--- config.mk ---
export PLATFORM = sky130hd
export DESIGN_NAME = dwip_merge
export DESIGN_NICKNAME = d
export VERILOG_FILES = /design/src/rtl/dual_wheel_incremental_pid_defines.svh /design/src/rtl/dwip_pkg.sv /design/src/rtl/dwip_merge.sv
export SDC_FILE = /design/constraint.sdc
export NUM_CORES = 1
export LEC_CHECK = 0
export BUFFER_PORTS_ARGS = -buffer_cell sky130_fd_sc_hd__buf_2
export CAP_MARGIN = 20
export CORE_ASPECT_RATIO = 0.6
export CORE_MARGIN = 2
export CORE_UTILIZATION = 48
export DETAILED_ROUTE_END_ITERATION = 12
export MAX_ROUTING_LAYER = met4
export PLACE_DENSITY = 0.85
export SLEW_MARGIN = 20
export SYNTH_ARGS = -nofsm -noshare
export SYNTH_HDL_FRONTEND = slang
export SYNTH_SLANG_ARGS = --single-unit
--- constraint.sdc ---
create_clock -name clk -period 2.3 [get_ports clk]
set_input_delay 0.115 -clock clk [delete_from_list [all_inputs] [get_ports clk]]
set_output_delay 0.115 -clock clk [all_outputs]
set_load 0.05 [all_outputs]
--- src/rtl/dual_wheel_incremental_pid_defines.svh ---
// Assertion helpers for the wheel controller; sampled on clk, off while arst_n is low.
`ifndef DUAL_WHEEL_INCREMENTAL_PID_DEFINES_SVH
`define DUAL_WHEEL_INCREMENTAL_PID_DEFINES_SVH

// prop is a full property expression (implications allowed)
`define DWIP_CHECK(name, prop, msg) \
	name: assert property (@(posedge clk) disable iff (!arst_n) prop) else $error(msg);

// cond must never hold
`define DWIP_NEVER(name, cond, msg) \
	name: assert property (@(posedge clk) disable iff (!arst_n) !(cond)) else $error(msg);

`endif

--- src/rtl/dwip_pkg.sv ---
`timescale 1ns / 1ps

package dwip_pkg;

	localparam int SPEED_WIDTH_DEF = 16;
	localparam int GAIN_W = 16;
	localparam int BAND_W = 16;
	localparam int ACC_W = 32;
	localparam int DUTY_W = 17;
	localparam int CFG_IDX_W = 3;
	localparam int CFG_DATA_W = 16;

	localparam logic [CFG_IDX_W-1:0] REG_PROP_GAIN = 3'd0;
	localparam logic [CFG_IDX_W-1:0] REG_DERIV_GAIN = 3'd1;
	localparam logic [CFG_IDX_W-1:0] REG_INTEG_SMALL = 3'd2;
	localparam logic [CFG_IDX_W-1:0] REG_INTEG_MID = 3'd3;
	localparam logic [CFG_IDX_W-1:0] REG_INTEG_LARGE = 3'd4;
	localparam logic [CFG_IDX_W-1:0] REG_BAND_LOW = 3'd5;
	localparam logic [CFG_IDX_W-1:0] REG_BAND_HIGH = 3'd6;

	localparam logic [BAND_W-1:0] BAND_LOW_RST = 16'd80;
	localparam logic [BAND_W-1:0] BAND_HIGH_RST = 16'd160;

	// duty mapping, Q1.16
	localparam logic signed [ACC_W:0] DUTY_HALF = 33'sd32768;
	localparam logic signed [ACC_W:0] DUTY_HI_EDGE = 33'sd62260;
	localparam logic signed [ACC_W:0] DUTY_LO_EDGE = 33'sd3276;
	localparam logic [DUTY_W-1:0] DUTY_FULL = 17'h10000;
	localparam logic [DUTY_W-1:0] DUTY_ZERO = 17'h00000;

	typedef struct packed {
		logic signed [GAIN_W-1:0] prop_gain;
		logic signed [GAIN_W-1:0] deriv_gain;
		logic signed [GAIN_W-1:0] integ_gain_small;
		logic signed [GAIN_W-1:0] integ_gain_mid;
		logic signed [GAIN_W-1:0] integ_gain_large;
		logic [BAND_W-1:0] band_low;
		logic [BAND_W-1:0] band_high;
	} cfg_t;

	typedef struct packed {
		logic accept;   // request taken into stage 1, error history shifts
		logic ld_s2;
		logic ld_s3;
		logic acc_upd;  // stage 3 delta folds into the accumulator
	} ctl_t;

endpackage

--- src/rtl/dwip_merge.sv ---
`timescale 1ns / 1ps

module dwip_merge import dwip_pkg::*; (
	input logic clk,
	input logic arst_n,
	input logic take,
	input logic signed [ACC_W-1:0] acc_left,
	input logic signed [ACC_W-1:0] acc_right,
	input logic stall,
	output logic rdy,
	output logic valid,
	output logic [DUTY_W-1:0] duty_left,
	output logic [DUTY_W-1:0] duty_right
);

	logic valid_q;
	logic [DUTY_W-1:0] duty_left_q, duty_right_q;

	function automatic logic [DUTY_W-1:0] duty_map(input logic signed [ACC_W-1:0] a);
		logic signed [ACC_W:0] d;
		logic [DUTY_W-1:0] r;
		d = (ACC_W+1)'(a) + DUTY_HALF;
		if (d >= DUTY_HI_EDGE) begin
			r = DUTY_FULL;
		end else if (d <= DUTY_LO_EDGE) begin
			r = DUTY_ZERO;
		end else begin
			r = d[DUTY_W-1:0];
		end
		return r;
	endfunction

	assign rdy = !valid_q || !stall;

	always_ff @(posedge clk or negedge arst_n) begin
		if (!arst_n) begin
			valid_q <= 1'b0;
		end else if (rdy) begin
			valid_q <= take;
		end
	end

	always_ff @(posedge clk) begin
		if (rdy && take) begin
			duty_left_q <= duty_map(acc_left);
			duty_right_q <= duty_map(acc_right);
		end
	end

	assign valid = valid_q;
	assign duty_left = duty_left_q;
	assign duty_right = duty_right_q;

endmodule

# Word level (Yosys, flattened, before mapping)
# Index checks and enable logic that the tools add are counted.
[classes] addsub=2 n_lt_le_gt_ge=4 mux=2 n_reduce_logical=6
[ops] op="adder 32 x 17 -> 33 bit (second input constant)" n=2
[ops] op=">= comparator 33 x 17 -> 1 bit (second input constant)" n=2
[ops] op="<= comparator 33 x 13 -> 1 bit (second input constant)" n=2
[ops] op="2-to-1 mux 17 bit" n=2
[ops] op="OR reduction 2 bit" n=2
[ops] op="zero test 1 bit" n=2
[ops] op="logical AND 1 bit" n=1
[ops] op="logical OR 1 bit" n=1
[totals] regBits=35 inputBits=68 out_inout_bits=36 word_cells=19

# Longest topological paths before layout
[logic_depth] depth_word=3 ltp_mapped=9 mapped_depth_nobuf=8

# Worst setup path after synthesis
# OpenSTA, ideal clock, no wires.
[synth_path] path_kind="register -> register" from="reg valid_q (netlist: valid)" to="reg duty_left_q[0] (netlist: duty_left[0]) (enable)" setup_time_ns=0.394 t_arrival_ns=1.944 required_time_ns=1.906 setup_slack_ns=-0.038 stages_incl_launch_ff=3 n_path_buf=0 synth_period_minus_slack_ns=2.338 cell_sequence="dfrtp_1 nand2_1 and2_1"
[synth_via] elab_chain_len=3
[synth_lines] item="start: declaration" line="dwip_merge.sv:16" rtl="logic valid_q;"
[synth_lines] item="start signal: assignment" line="dwip_merge.sv:39" rtl="valid_q <= take;"
[synth_lines] item="zero test 1 bit" line="dwip_merge.sv:33" rtl="assign rdy = !valid_q || !stall;"
[synth_lines] item="logical OR 1 bit" line="dwip_merge.sv:33"
[synth_lines] item="via rdy" line="dwip_merge.sv:10" rtl="output logic rdy,"
[synth_lines] item="logical AND 1 bit" line="dwip_merge.sv:44" rtl="if (rdy && take) begin"
[synth_lines] item="end signal: assignment" line="dwip_merge.sv:45" rtl="duty_left_q <= duty_map(acc_left);"
[synth_lines] item="end: declaration" line="dwip_merge.sv:17" rtl="logic [DUTY_W-1:0] duty_left_q, duty_right_q;"
# The timed path passes the listed nets, and every way through them passes these cells.
# A chain may end at the register's enable or synchronous reset.

# Worst setup path in the final report
[layout_path] from="in acc_left[15]" to="reg duty_left_q[4] (netlist: duty_left[4]), data pin"
[layout_via] elab_chain_len=3 elab_cells_between_ends=4 classes_between="add/sub (1); order compare (2); reduce/logical (1)"
[layout_lines] item="start: declaration" line="dwip_merge.sv:7" rtl="input logic signed [ACC_W-1:0] acc_left,"
[layout_lines] item="adder 32 x 17 -> 33 bit *" line="dwip_merge.sv:22" rtl="d = (ACC_W+1)'(a) + DUTY_HALF;"
[layout_lines] item=">= comparator 33 x 17 -> 1 bit or <= comparator 33 x 13 -> 1 bit (tied branches)" line="dwip_merge.sv:23, dwip_merge.sv:25"
[layout_lines] item="OR reduction 2 bit (no source line) *"
# Mark *: on every way between the ends. The rest lies on a longest branch, timed or not.

==> run_results.csv <==
group,metric,value,unit
cts,cts_resized,0,
global_routing,grt_max_degree,35,
detailed_routing,drt_iter0_drc,153,
synth,synthArstFlopShare,2.86,%
run_status,status,"completed",
worst_hold_path,hp-class,"input port to register",
job,cap_violations,0,
synth,syn_inst,247,
global_routing,antenna_found_initial,0,
power_and_ir_drop,p_leak,1.35,nW
global_routing,overflow,0,
critical_path,worst_path_largest_cell_delay,640,ps
placement,dp_hpwl,5.24,mm
floorplan,num_io_pins,104,
detailed_routing,vias,2483,
synth,yosys_register_bits,35,
timing,setup_slack,263,ps
cts,cts_buffers,5,
synth,synthesis.nets,319,
cells_and_area,drive_above_1_share,39.2,%
timing,fin_crit,2040,ps
detailed_routing,wl_per_cell,15.0,um
synth,synthFlopType,"edfxtp_1",
timing,skew,7.78,ps
detailed_routing,viasPerCell,5.71,
placement,dp.cells,426,
critical_path,cp-start-kind,"input port",
timing,worst_slew_pin_slew,624,ps
cells_and_area,fin_area,3190,sq um
cts,cts.htree.levels,2,
critical_path,r2r-start,"valid",
critical_path,cp_cell_sequence,"buf_2, ha_1, nand2_1, or4_1, nand4b_1, a2111oi_1, nand4_4, buf_4, nor2_2",
critical_path,crit_path_top_delay_cell,"a2111oi_1",
critical_path,crit_path_max_fanout,10,
synth,synthesis.area,2390,sq um
cts,cts_tree,"built",
floorplan,core.rowCount,19,
timing,fin_crit_sh,88.6,%
placement,port_buffers,103,
critical_path,critical_path.endpoint_type,"register",
detailed_routing,firstDrtPassIters,4,
placement,place_congestion,0.940,
cts,postCtsSetupRepairBufs,0,
power_and_ir_drop,power.density,479,nW/um^2
cts,clockBufferDepth,2,
cells_and_area,fill_cells,357,
detailed_routing,drc,0,
synth,yosys.cell_types.count,56,
synth,synth_edf_count,34,
global_routing,grt_pass1_vias,2229,
synth,ys_seq_area_share,43.8,%
global_routing,grt_pass1_wl,10.6,mm
cells_and_area,area_growth,33.4,%
floorplan,die_h,58.7,um
cts,cts-root-buf,"clkbuf_8",
critical_path,startpoint,"acc_left[15]",
placement,post-place-ws,-28.1,ps
cts,cts.sinks,35,
timing,slew_viol_final,0,
floorplan,die_area,5580,sq um
worst_hold_path,min-delay-start,"take",
timing,relSlewSlack,58.3,%
cells_and_area,multiInputGateArea,1260,sq um
critical_path,critPathArrivalTime,2180,ps
cells_and_area,nNetsFinal,443,
detailed_routing,antenna_left,0,
floorplan,start_util,51.0,%
timing,max_freq,491,MHz
synth,avgSynthCellArea,9.68,sq um
timing,rsz0062_at_grt,"false",
cts,clk_pin_slew,70,ps
floorplan,dieWidth,95.1,um
cells_and_area,diodes,0,
critical_path,worstPathRequired,2440,ps
cells_and_area,fin_util,68.1,%
cts,clk_latency,280,ps
placement,placed_cell_area,3090,sq um
floorplan,core,4680,sq um
cells_and_area,regArea,1050,sq um
timing,hold_viol,0,
global_routing,grtUsageTotal,25.3,%
critical_path,path_class,"input port to register",
cells_and_area,instances_no_fill,435,
detailed_routing,wl,6.52,mm
synth,synth-warning-count,0,
power_and_ir_drop,irDropWorstVdd,0.216,mV
timing,setup_viol_count_final,0,
## synth_stat cells (3+ instances only)
cell type	n	area share [%]
nor4_1	10	2.6
nor3_1	10	2.1
edfxtp_1	34	43
o211ai_1	4	1.3
and3_1	4	1.0
o21ai_0	8	1.7
nor3b_1	7	2.2
or3_1	5	1.3
nand4_1	10	2.6
inv_1	15	2.4
nand2_1	24	3.8
nor2_1	9	1.4
nor2_2	10	2.6
clkbuf_1	3	0.47
a211oi_1	7	2.2
ha_1	4	2.1
or4_1	3	0.94
a31oi_1	3	0.79
and2_1	20	5.2
nand3_1	11	2.3
## routing by layer
layer	vias to the layer above	GRT usage, %	routed length [um]
met5	-	-	0
met4	0	5.38	78
met3	11	3.84	555
met2	131	37.5	2820
met1	1137	37.0	3070
li1	1204	-	-
## path summary, 6_finish.rpt
path	endpoint	slack [ps]	cells past startpoint
worst max-delay path	duty_left[4]	260	9
worst min-delay path	valid	40	2
worst max register to register	duty_right[13]	950	3
worst min register to register	valid	530	2
max in group asynchronous	valid	2070	2
min in group asynchronous	valid	140	2
## area by class of cell
type	count	share of cell area, %
Clock inverter	2	0.392
Multi-Input combinational cell	192	39.6
Timing Repair Buffer	122	20.7
Inverter	15	1.77
Sequential cell	35	32.8
Clock buffer	6	2.28
Tap cell	63	2.47
## flip-flops by register name, summed over array words and instances, names as in the netlist
register	flops
duty_left	17
duty_right	17
valid	1
## power by group
group / switching [mW] / internal [mW]
logic: 0.247 / 0.120
clock network: 0.218 / 0.212
registers: 0.00722 / 0.724
total: 0.472 / 1.06
## timing repair
item / 4_1_cts / 5_1_grt
setup endpoints to repair: 0 / 0
hold buffers: 1 / 0
hold endpoints to repair: 1 / 0
## worst max-delay path, delay by kind of cell
kind,cells,cell delay [ps]
AOI/OAI and AO/OA,1,640
and+or+nand+nor,5,750
buffers and inverters,2,390
adders and majority gates,1,270
## logic make-up after synthesis
family                   after synthesis  synth area share [%]
multiplexers                           2                 0.838
AND/OR/NAND/NOR                      138                  35.0
adder cells (fa/ha/maj)                4                  2.09
buffers and inverters                 20                  3.51
AO/OA/AOI/OAI                         44                  13.4
flip-flops                            35                  43.8
XOR/XNOR                               4                  1.47
## cells in the final DEF, fill, tap and decap left out, drive strengths merged, types with 2 or more instances in the layout
| master | count |
|---|---|
| buf | 121 |
| edfxtp | 34 |
| nand2 | 24 |
| and2 | 20 |
| nor2 | 19 |
| inv | 15 |
| nand4 | 12 |
| nor4 | 12 |
| nand3 | 11 |
| nor3 | 10 |
| o21ai | 8 |
| a211oi | 7 |
| nor3b | 7 |
| clkbuf | 6 |
| or3 | 5 |
| and3 | 4 |
| o211ai | 4 |
| ha | 4 |
| or4 | 4 |
| a31oi | 3 |
| xor2 | 2 |
| nand4b | 2 |
| o31a | 2 |
| mux2i | 2 |
| o31ai | 2 |
| xnor2 | 2 |
| a21oi | 2 |
| nor4b | 2 |
| a211o | 2 |
| a21boi | 2 |
| or2 | 2 |
## per-stage QoR
stage	hold WS (ps)	TNS [ps]	power, mW
global route	61.0	0	1.60
detailed placement	-108	-126	1.11
global placement	-109	0	1.10
finish	37.6	0	1.53
CTS	34.7	0	1.54
floorplan	-181	0	0.941
Power figures use the tool's default switching activity.
