===== src/rtl/dual_wheel_incremental_pid_defines.svh =====
// Assertion helpers for the wheel controller; sampled on clk, off while arst_n is low.
`ifndef DUAL_WHEEL_INCREMENTAL_PID_DEFINES_SVH
`define DUAL_WHEEL_INCREMENTAL_PID_DEFINES_SVH

// prop is a full property expression (implications allowed)
`define DWIP_CHECK(name, prop, msg) \
	name: assert property (@(posedge clk) disable iff (!arst_n) prop) else $error(msg);

// cond must never hold
`define DWIP_NEVER(name, cond, msg) \
	name: assert property (@(posedge clk) disable iff (!arst_n) !(cond)) else $error(msg);

`endif


===== src/rtl/dwip_pkg.sv =====
`timescale 1ns / 1ps

package dwip_pkg;

	localparam int SPEED_WIDTH_DEF = 16;
	localparam int GAIN_W = 16;
	localparam int BAND_W = 16;
	localparam int ACC_W = 32;
	localparam int DUTY_W = 17;
	localparam int CFG_IDX_W = 3;
	localparam int CFG_DATA_W = 16;

	localparam logic [CFG_IDX_W-1:0] REG_PROP_GAIN = 3'd0;
	localparam logic [CFG_IDX_W-1:0] REG_DERIV_GAIN = 3'd1;
	localparam logic [CFG_IDX_W-1:0] REG_INTEG_SMALL = 3'd2;
	localparam logic [CFG_IDX_W-1:0] REG_INTEG_MID = 3'd3;
	localparam logic [CFG_IDX_W-1:0] REG_INTEG_LARGE = 3'd4;
	localparam logic [CFG_IDX_W-1:0] REG_BAND_LOW = 3'd5;
	localparam logic [CFG_IDX_W-1:0] REG_BAND_HIGH = 3'd6;

	localparam logic [BAND_W-1:0] BAND_LOW_RST = 16'd80;
	localparam logic [BAND_W-1:0] BAND_HIGH_RST = 16'd160;

	// duty mapping, Q1.16
	localparam logic signed [ACC_W:0] DUTY_HALF = 33'sd32768;
	localparam logic signed [ACC_W:0] DUTY_HI_EDGE = 33'sd62260;
	localparam logic signed [ACC_W:0] DUTY_LO_EDGE = 33'sd3276;
	localparam logic [DUTY_W-1:0] DUTY_FULL = 17'h10000;
	localparam logic [DUTY_W-1:0] DUTY_ZERO = 17'h00000;

	typedef struct packed {
		logic signed [GAIN_W-1:0] prop_gain;
		logic signed [GAIN_W-1:0] deriv_gain;
		logic signed [GAIN_W-1:0] integ_gain_small;
		logic signed [GAIN_W-1:0] integ_gain_mid;
		logic signed [GAIN_W-1:0] integ_gain_large;
		logic [BAND_W-1:0] band_low;
		logic [BAND_W-1:0] band_high;
	} cfg_t;

	typedef struct packed {
		logic accept;   // request taken into stage 1, error history shifts
		logic ld_s2;
		logic ld_s3;
		logic acc_upd;  // stage 3 delta folds into the accumulator
	} ctl_t;

endpackage


===== src/rtl/dwip_lane.sv =====
`timescale 1ns / 1ps

module dwip_lane import dwip_pkg::*; #(
	parameter int SPEED_WIDTH = SPEED_WIDTH_DEF
) (
	input logic clk,
	input logic arst_n,
	input ctl_t ctl,
	input cfg_t cfg,
	input logic signed [SPEED_WIDTH-1:0] minuend,
	input logic signed [SPEED_WIDTH-1:0] subtrahend,
	output logic signed [ACC_W-1:0] acc
);

	localparam int EW = SPEED_WIDTH + 1;
	localparam int D1W = SPEED_WIDTH + 2;
	localparam int D2W = SPEED_WIDTH + 3;
	localparam int DW = SPEED_WIDTH + GAIN_W + 3;
	localparam int SUMW = ((DW > ACC_W) ? DW : ACC_W) + 1;
	localparam int CW = (EW > BAND_W) ? EW : BAND_W;
	localparam logic signed [SUMW-1:0] ACC_MAX = SUMW'(64'sh0000_0000_7FFF_FFFF);
	localparam logic signed [SUMW-1:0] ACC_MIN = SUMW'(-64'sh0000_0000_8000_0000);

	logic signed [EW-1:0] e_d;
	logic [EW-1:0] mag_d;
	logic signed [GAIN_W-1:0] ki_d;
	logic signed [D1W-1:0] d1_d;
	logic signed [D2W-1:0] d2_d;

	logic signed [EW-1:0] err_prev_q, err_prev2_q;

	logic signed [EW-1:0] e_s1;
	logic signed [D1W-1:0] d1_s1;
	logic signed [D2W-1:0] d2_s1;
	logic signed [GAIN_W-1:0] ki_s1;

	logic signed [DW-1:0] prod_p_s2, prod_i_s2, prod_d_s2;
	logic signed [DW-1:0] delta_s3;

	logic signed [SUMW-1:0] sum_d;
	logic signed [ACC_W-1:0] acc_d;
	logic signed [ACC_W-1:0] acc_q;

	always_comb begin
		e_d = EW'(minuend) - EW'(subtrahend);
		mag_d = e_d[EW-1] ? $unsigned(-e_d) : $unsigned(e_d);
		if (CW'(mag_d) < CW'(cfg.band_low)) begin
			ki_d = cfg.integ_gain_small;
		end else if (CW'(mag_d) < CW'(cfg.band_high)) begin
			ki_d = cfg.integ_gain_mid;
		end else begin
			ki_d = cfg.integ_gain_large;
		end
		d1_d = D1W'(e_d) - D1W'(err_prev_q);
		d2_d = D2W'(e_d) - (D2W'(err_prev_q) <<< 1) + D2W'(err_prev2_q);
	end

	always_ff @(posedge clk or negedge arst_n) begin
		if (!arst_n) begin
			err_prev_q <= '0;
			err_prev2_q <= '0;
		end else if (ctl.accept) begin
			err_prev_q <= e_d;
			err_prev2_q <= err_prev_q;
		end
	end

	always_ff @(posedge clk) begin
		if (ctl.accept) begin
			e_s1 <= e_d;
			d1_s1 <= d1_d;
			d2_s1 <= d2_d;
			ki_s1 <= ki_d;
		end
		if (ctl.ld_s2) begin
			prod_p_s2 <= DW'(cfg.prop_gain) * DW'(d1_s1);
			prod_i_s2 <= DW'(ki_s1) * DW'(e_s1);
			prod_d_s2 <= DW'(cfg.deriv_gain) * DW'(d2_s1);
		end
		if (ctl.ld_s3) begin
			delta_s3 <= prod_p_s2 + prod_i_s2 + prod_d_s2;
		end
	end

	// saturating accumulate
	always_comb begin
		sum_d = SUMW'(acc_q) + SUMW'(delta_s3);
		if (sum_d > ACC_MAX) begin
			acc_d = ACC_MAX[ACC_W-1:0];
		end else if (sum_d < ACC_MIN) begin
			acc_d = ACC_MIN[ACC_W-1:0];
		end else begin
			acc_d = sum_d[ACC_W-1:0];
		end
	end

	always_ff @(posedge clk or negedge arst_n) begin
		if (!arst_n) begin
			acc_q <= '0;
		end else if (ctl.acc_upd) begin
			acc_q <= acc_d;
		end
	end

	assign acc = acc_q;

endmodule


===== config.mk =====
export PLATFORM = sky130hd
export DESIGN_NAME = dwip_lane
export DESIGN_NICKNAME = d
export VERILOG_FILES = /design/src/rtl/dual_wheel_incremental_pid_defines.svh /design/src/rtl/dwip_pkg.sv /design/src/rtl/dwip_lane.sv
export SDC_FILE = /design/constraint.sdc
export NUM_CORES = 2
export LEC_CHECK = 0
export BUFFER_PORTS_ARGS = -buffer_cell sky130_fd_sc_hd__clkbuf_2
export CELL_PAD_IN_SITES_DETAIL_PLACEMENT = 0
export CELL_PAD_IN_SITES_GLOBAL_PLACEMENT = 1
export CORE_MARGIN = 8
export CORE_UTILIZATION = 56
export CTS_BUF_LIST = sky130_fd_sc_hd__clkbuf_2 sky130_fd_sc_hd__clkbuf_4 sky130_fd_sc_hd__clkbuf_8
export DETAILED_ROUTE_END_ITERATION = 16
export PLACE_DENSITY_LB_ADDON = 0.1
export SYNTH_ARGS = -nofsm -noshare
export SYNTH_HDL_FRONTEND = slang
export SYNTH_SLANG_ARGS = --single-unit
export TNS_END_PERCENT = 5

===== constraint.sdc =====
create_clock -name clk -period 13.7 [get_ports clk]
set_input_delay 1.37 -clock clk [delete_from_list [all_inputs] [get_ports clk]]
set_output_delay 1.37 -clock clk [all_outputs]
set_load 0.02 [all_outputs]

**Word-level counts from Yosys, hierarchy flattened**

Index checks and enable logic that the tools add are counted.

- Multipliers: 3
- $add $sub $neg: 8
- $lt $le $gt $ge: 4
- Mux-type cells: 5

Operator list:

| kind | count |
|---|---|
| 35-bit adder | 2 |
| 32-bit 2-to-1 mux | 2 |
| 32-bit by 35-bit adder with 36-bit output | 1 |
| 36-bit by 32-bit > comparator with 1-bit output, second input constant | 1 |
| 36-bit by 32-bit less-than comparator with 1-bit output, second input constant | 1 |
| 16-bit by 19-bit multiplier with 35-bit output | 1 |
| 17-bit by 16-bit less-than comparator with 1-bit output | 2 |
| 16-bit by 18-bit multiplier with 34-bit output | 1 |
| 16-bit by 17-bit multiplier with 33-bit output | 1 |
| 16-bit 2-to-1 mux | 2 |
| 19-bit by 17-bit adder with 19-bit output | 1 |
| 17-bit by 18-bit subtractor with 19-bit output | 1 |
| 17-bit by 17-bit subtractor with 18-bit output | 1 |
| 17-bit 2-to-1 mux | 1 |
| 17-bit negator | 1 |
| 16-bit by 16-bit subtractor with 17-bit output | 1 |

- Bits in registers: 276
- Input port bits: 150
- Output and inout port bits: 32
- Word-level logic and storage cells: 31

**Logic depth before layout (Yosys ltp)**

- Depth after elaboration: 6
- Mapped depth: 28
- Depth with buffers taken out: 27

**Worst setup path after synthesis**

OpenSTA, ideal clock, no wires.

- Path kind: input port to flip-flop
- Start point: input cfg[87] (netlist name)
- End point: register prod_d_s2[33], data pin
- Path buffers: 2
- Slack: 6.070 ns
- Library setup time: 0.258 ns
- Cell stages on the path: 24
- Data required time: 13.442 ns
- Arrival time: 7.372 ns
- Cells stage by stage: clkbuf_1 -> clkbuf_1 -> nand2_1 -> fa_1 -> inv_1 -> fa_1 -> inv_1 -> fa_1 -> inv_1 -> fa_1 -> fa_1 -> inv_1 -> fa_1 -> inv_1 -> ha_1 -> a21o_1 -> a211o_1 -> o311ai_1 -> o21ai_0 -> a221o_1 -> o41ai_2 -> o21bai_1 -> a21oi_1 -> xnor2_1

- Word-level cells in the longest chain between the ends: 1

RTL lines:

| item | RTL line | text |
|---|---|---|
| start: declaration | dwip_lane.sv:9 | `input cfg_t cfg,` |
| 16-bit by 19-bit multiplier with 35-bit output | dwip_lane.sv:78 | `prod_d_s2 <= DW'(cfg.deriv_gain) * DW'(d2_s1);` |
| end signal: assignment | dwip_lane.sv:78 |  |
| end: declaration | dwip_lane.sv:37 | `logic signed [DW-1:0] prod_p_s2, prod_i_s2, prod_d_s2;` |

Every way passes these cells.
A chain may end at the register's enable or synchronous reset.

**Worst setup path in the final report**

- Start point: input cfg[97] (netlist name)
- End point: register prod_p_s2[25], data pin

- Word-level cells in the longest chain between the ends: 1

RTL lines:

| item | RTL line | text |
|---|---|---|
| 16-bit by 18-bit multiplier with 34-bit output | dwip_lane.sv:76 | `prod_p_s2 <= DW'(cfg.prop_gain) * DW'(d1_s1);` |
| end signal: assignment | dwip_lane.sv:76 |  |
| end: declaration | dwip_lane.sv:37 |  |

Every way passes these cells.

==> impl_metrics.json <==
{
  "die_h_um": 312,
  "ys_ff_latch": 273,
  "drtIter0Drc": 1896,
  "arrival_ns": 7.86,
  "nets": 6594,
  "cts_tree": "done",
  "slew_violations": 0,
  "hold_path_class": "reg2reg",
  "dp_slack_ns": 5.64,
  "wire_per_inst_um": 18.7,
  "die_w_um": 312,
  "portBuffers": 181,
  "finalSetupTns_ns": 0,
  "ys_types": 96,
  "dr_total_vias": 33800,
  "finalSetupViolCount": 0,
  "worst_pin_slew_ns": 1.22,
  "postCtsSetupBuffers": 0,
  "final_cell_mix": "1085 x inv_1, 925 x fa_1, 498 x nand2_1, 416 x and2_1, 409 x ha_1",
  "root_buffer": "clkbuf_8",
  "yosys.area.top_type": "fa_1",
  "post-route-period-util_pct": 54.6,
  "num_rows": 108,
  "synth_warnings": 0,
  "cp_slowest_stage_delay_ns": 0.57,
  "setup_ws_ns": 6.23,
  "grt_pass1_wl_um": 194000,
  "max_freq_mhz": 134,
  "design.portCount": 182,
  "routed_wl_um": 118000,
  "drc_errors": 0,
  "overflow": 0,
  "clk_latency_ns": 0.65,
  "netlist_area_sq_um": 49100,
  "regArea_sq_um": 7870,
  "syn-num-nets": 6492,
  "hold_buffers": 0,
  "outcome": "completed",
  "cts_made_buffers": 50,
  "htree_num_levels": 2,
  "place_congestion": 0.895,
  "dieArea_sq_um": 97400,
  "crit_type": "in2reg",
  "ant_nets": 0,
  "final_common_cell": "inv_1",
  "fin_util_pct": 59.9,
  "grt_max_degree": 74,
  "grt.total_usage_pct": 24.8,
  "synth_seq_area_share_pct": 16.0,
  "synth-edff-count": 207,
  "core_area_sq_um": 86900,
  "multi_input_area_sq_um": 36500,
  "vias_per_cell": 5.36,
  "syn_to_final_growth_pct": 6.01,
  "period_minus_slack_ns": 7.47,
  "yosys.area.top_type_share_pct": 37.7,
  "finalHoldViolCount": 0,
  "cp.required_ns": 14.09,
  "path_max_fanout": 18,
  "cp_cell_sequence": "clkbuf_2 > nand2_1 > fa_1 > fa_1 > fa_1 > fa_1 > inv_1 > fa_1 > inv_1 > fa_1 > inv_1 > ha_1 > a21oi_1 > nor4b_1 > o21ai_0 > and3_1 > a311oi_1 > o2bb2ai_1 > o21bai_1 > a21o_1 > a21o_1 > a21oi_1 > xnor2_1",
  "start_util_pct": 56.5,
  "ys_async_sr_fraction_pct": 24.2,
  "skew_ns": 0.0237,
  "layout-drive-gt1-share_pct": 6.72,
  "cpMaxStageDelayCell": "fa_1",
  "antenna_found_initial": 2,
  "clock-sinks": 273,
  "crit_path_end_kind": "register",
  "rsz0062_at_grt": "no",
  "hpwl_um": 97900,
  "clk_pin_slew_ns": 0.06,
  "avgSynthCellArea_sq_um": 9.80,
  "synthCells": 5008,
  "path_common_cell": "fa_1",
  "firstDrtPassIters": 5,
  "cts.repair.resized": 0,
  "yosys-top-cells-area": "fa_1 38%, edfxtp_1 13%, ha_1 10%, inv_1 8.3%, and2_1 5.3%",
  "fillers": 7622,
  "synthFlopType": "edfxtp_1",
  "cts_max_path_buffers": 3,
  "critPathLaunchType": "primary input",
  "grt_pass1_vias": 36100,
  "slew_headroom_pct": 17.8,
  "cap_viol_max_count": 0
}
## final cells by class
type / count / area share, %
antenna: 1 / 0.00481
clock buffer: 68 / 1.61
clock inverter: 26 / 0.519
inverter: 1086 / 7.83
multi-input combinational: 3501 / 70.1
sequential: 273 / 15.1
tap: 1155 / 2.78
timing repair buffer: 198 / 2.00
## through the flow
step | area, sq um | cells | hold slack [ns]
CTS | 52000 | 6307 | 0.487
global placement | 50900 | 6213 | 0.466
global route | 52000 | 6308 | 0.511
floorplan | 49100 | 5008 | 0.450
finish | 52000 | 6308 | 0.487
detailed placement | 50900 | 6213 | 0.472
## logic make-up after synthesis
kind of cell             count (synthesis)  synth area share, %
buffers and inverters                 1234                 9.62
multiplexers                            15                0.339
AO/OA/AOI/OAI                          631                 8.92
flip-flops                             273                 16.0
AND/OR/NAND/NOR                       1299                 13.0
XOR/XNOR                               222                 3.98
adder cells (fa/ha/maj)               1334                 48.1
## worst paths after layout
kind | from | endpoint | slack, ns | depth (start not counted)
setup / recovery | cfg[97] | prod_p_s2[25]$_DFFE_PP_ | 6.23 | 23
min in group asynchronous | arst_n | acc[13]$_DFFE_PN0P_ | 0.56 | 1
setup reg to reg | d1_s1[6]$_DFFE_PP_ | prod_p_s2[25]$_DFFE_PP_ | 6.55 | 23
hold / removal | err_prev_q[11]$_DFFE_PN0P_ | err_prev2_q[11]$_DFFE_PN0P_ | 0.49 | 2
hold reg to reg | err_prev_q[11]$_DFFE_PN0P_ | err_prev2_q[11]$_DFFE_PN0P_ | 0.49 | 2
max in group asynchronous | arst_n | err_prev2_q[11]$_DFFE_PN0P_ | 12.09 | 2
## sequential cells by signal, indices dropped and copies added (netlist names)
name,count
acc,32
d1_s1,18
d2_s1,19
delta_s3,35
e_s1,17
err_prev2_q,17
err_prev_q,17
ki_s1,16
prod_d_s2,35
prod_i_s2,33
prod_p_s2,34
## synth_stat cells (5+ instances only)
| master | count |
|---|---|
| inv_1 | 1085 |
| fa_1 | 925 |
| nand2_1 | 498 |
| and2_1 | 416 |
| ha_1 | 409 |
| edfxtp_1 | 207 |
| nor2_1 | 192 |
| xnor2_1 | 165 |
| a21oi_1 | 153 |
| clkbuf_1 | 130 |
| a21o_1 | 108 |
| o21ai_0 | 88 |
| dfrtp_1 | 66 |
| xor2_1 | 56 |
| o21a_1 | 42 |
| nor3_1 | 40 |
| nand3_1 | 35 |
| o22ai_1 | 30 |
| nand2b_1 | 29 |
| o21bai_1 | 26 |
| nor2b_1 | 21 |
| a31oi_1 | 19 |
| o2bb2ai_1 | 17 |
| a2bb2oi_1 | 16 |
| and3_1 | 15 |
| mux2_2 | 13 |
| a211oi_1 | 12 |
| o211ai_1 | 11 |
| or3_1 | 10 |
| a21boi_0 | 9 |
| a2111oi_0 | 8 |
| o2111ai_1 | 8 |
| a211o_1 | 7 |
| or2_2 | 7 |
| a31o_2 | 6 |
| buf_6 | 6 |
| and4_1 | 5 |
| buf_1 | 5 |
| nand3b_1 | 5 |
| nor4_1 | 5 |
## metal layers
layer	routed length [um]	global-route usage (%)	share of wire, %
met1	51900	34.0	44
met4	3540	7.01	3.0
met2	55800	40.8	47
met3	6590	4.20	5.6
met5	64	0.494	0.054
## worst max-delay path, delay by kind of cell
kind                     cells  cell delay [ns]
AO/OA/AOI/OAI                8             1.79
adder cells (fa/ha/maj)      7             3.37
buffers and inverters        4             0.52
XOR/XNOR                     1             0.08
AND/OR/NAND/NOR              3             0.70
Power is not shown: default switching activity piles up to over one toggle a cycle in this logic, so the estimate is an artifact.
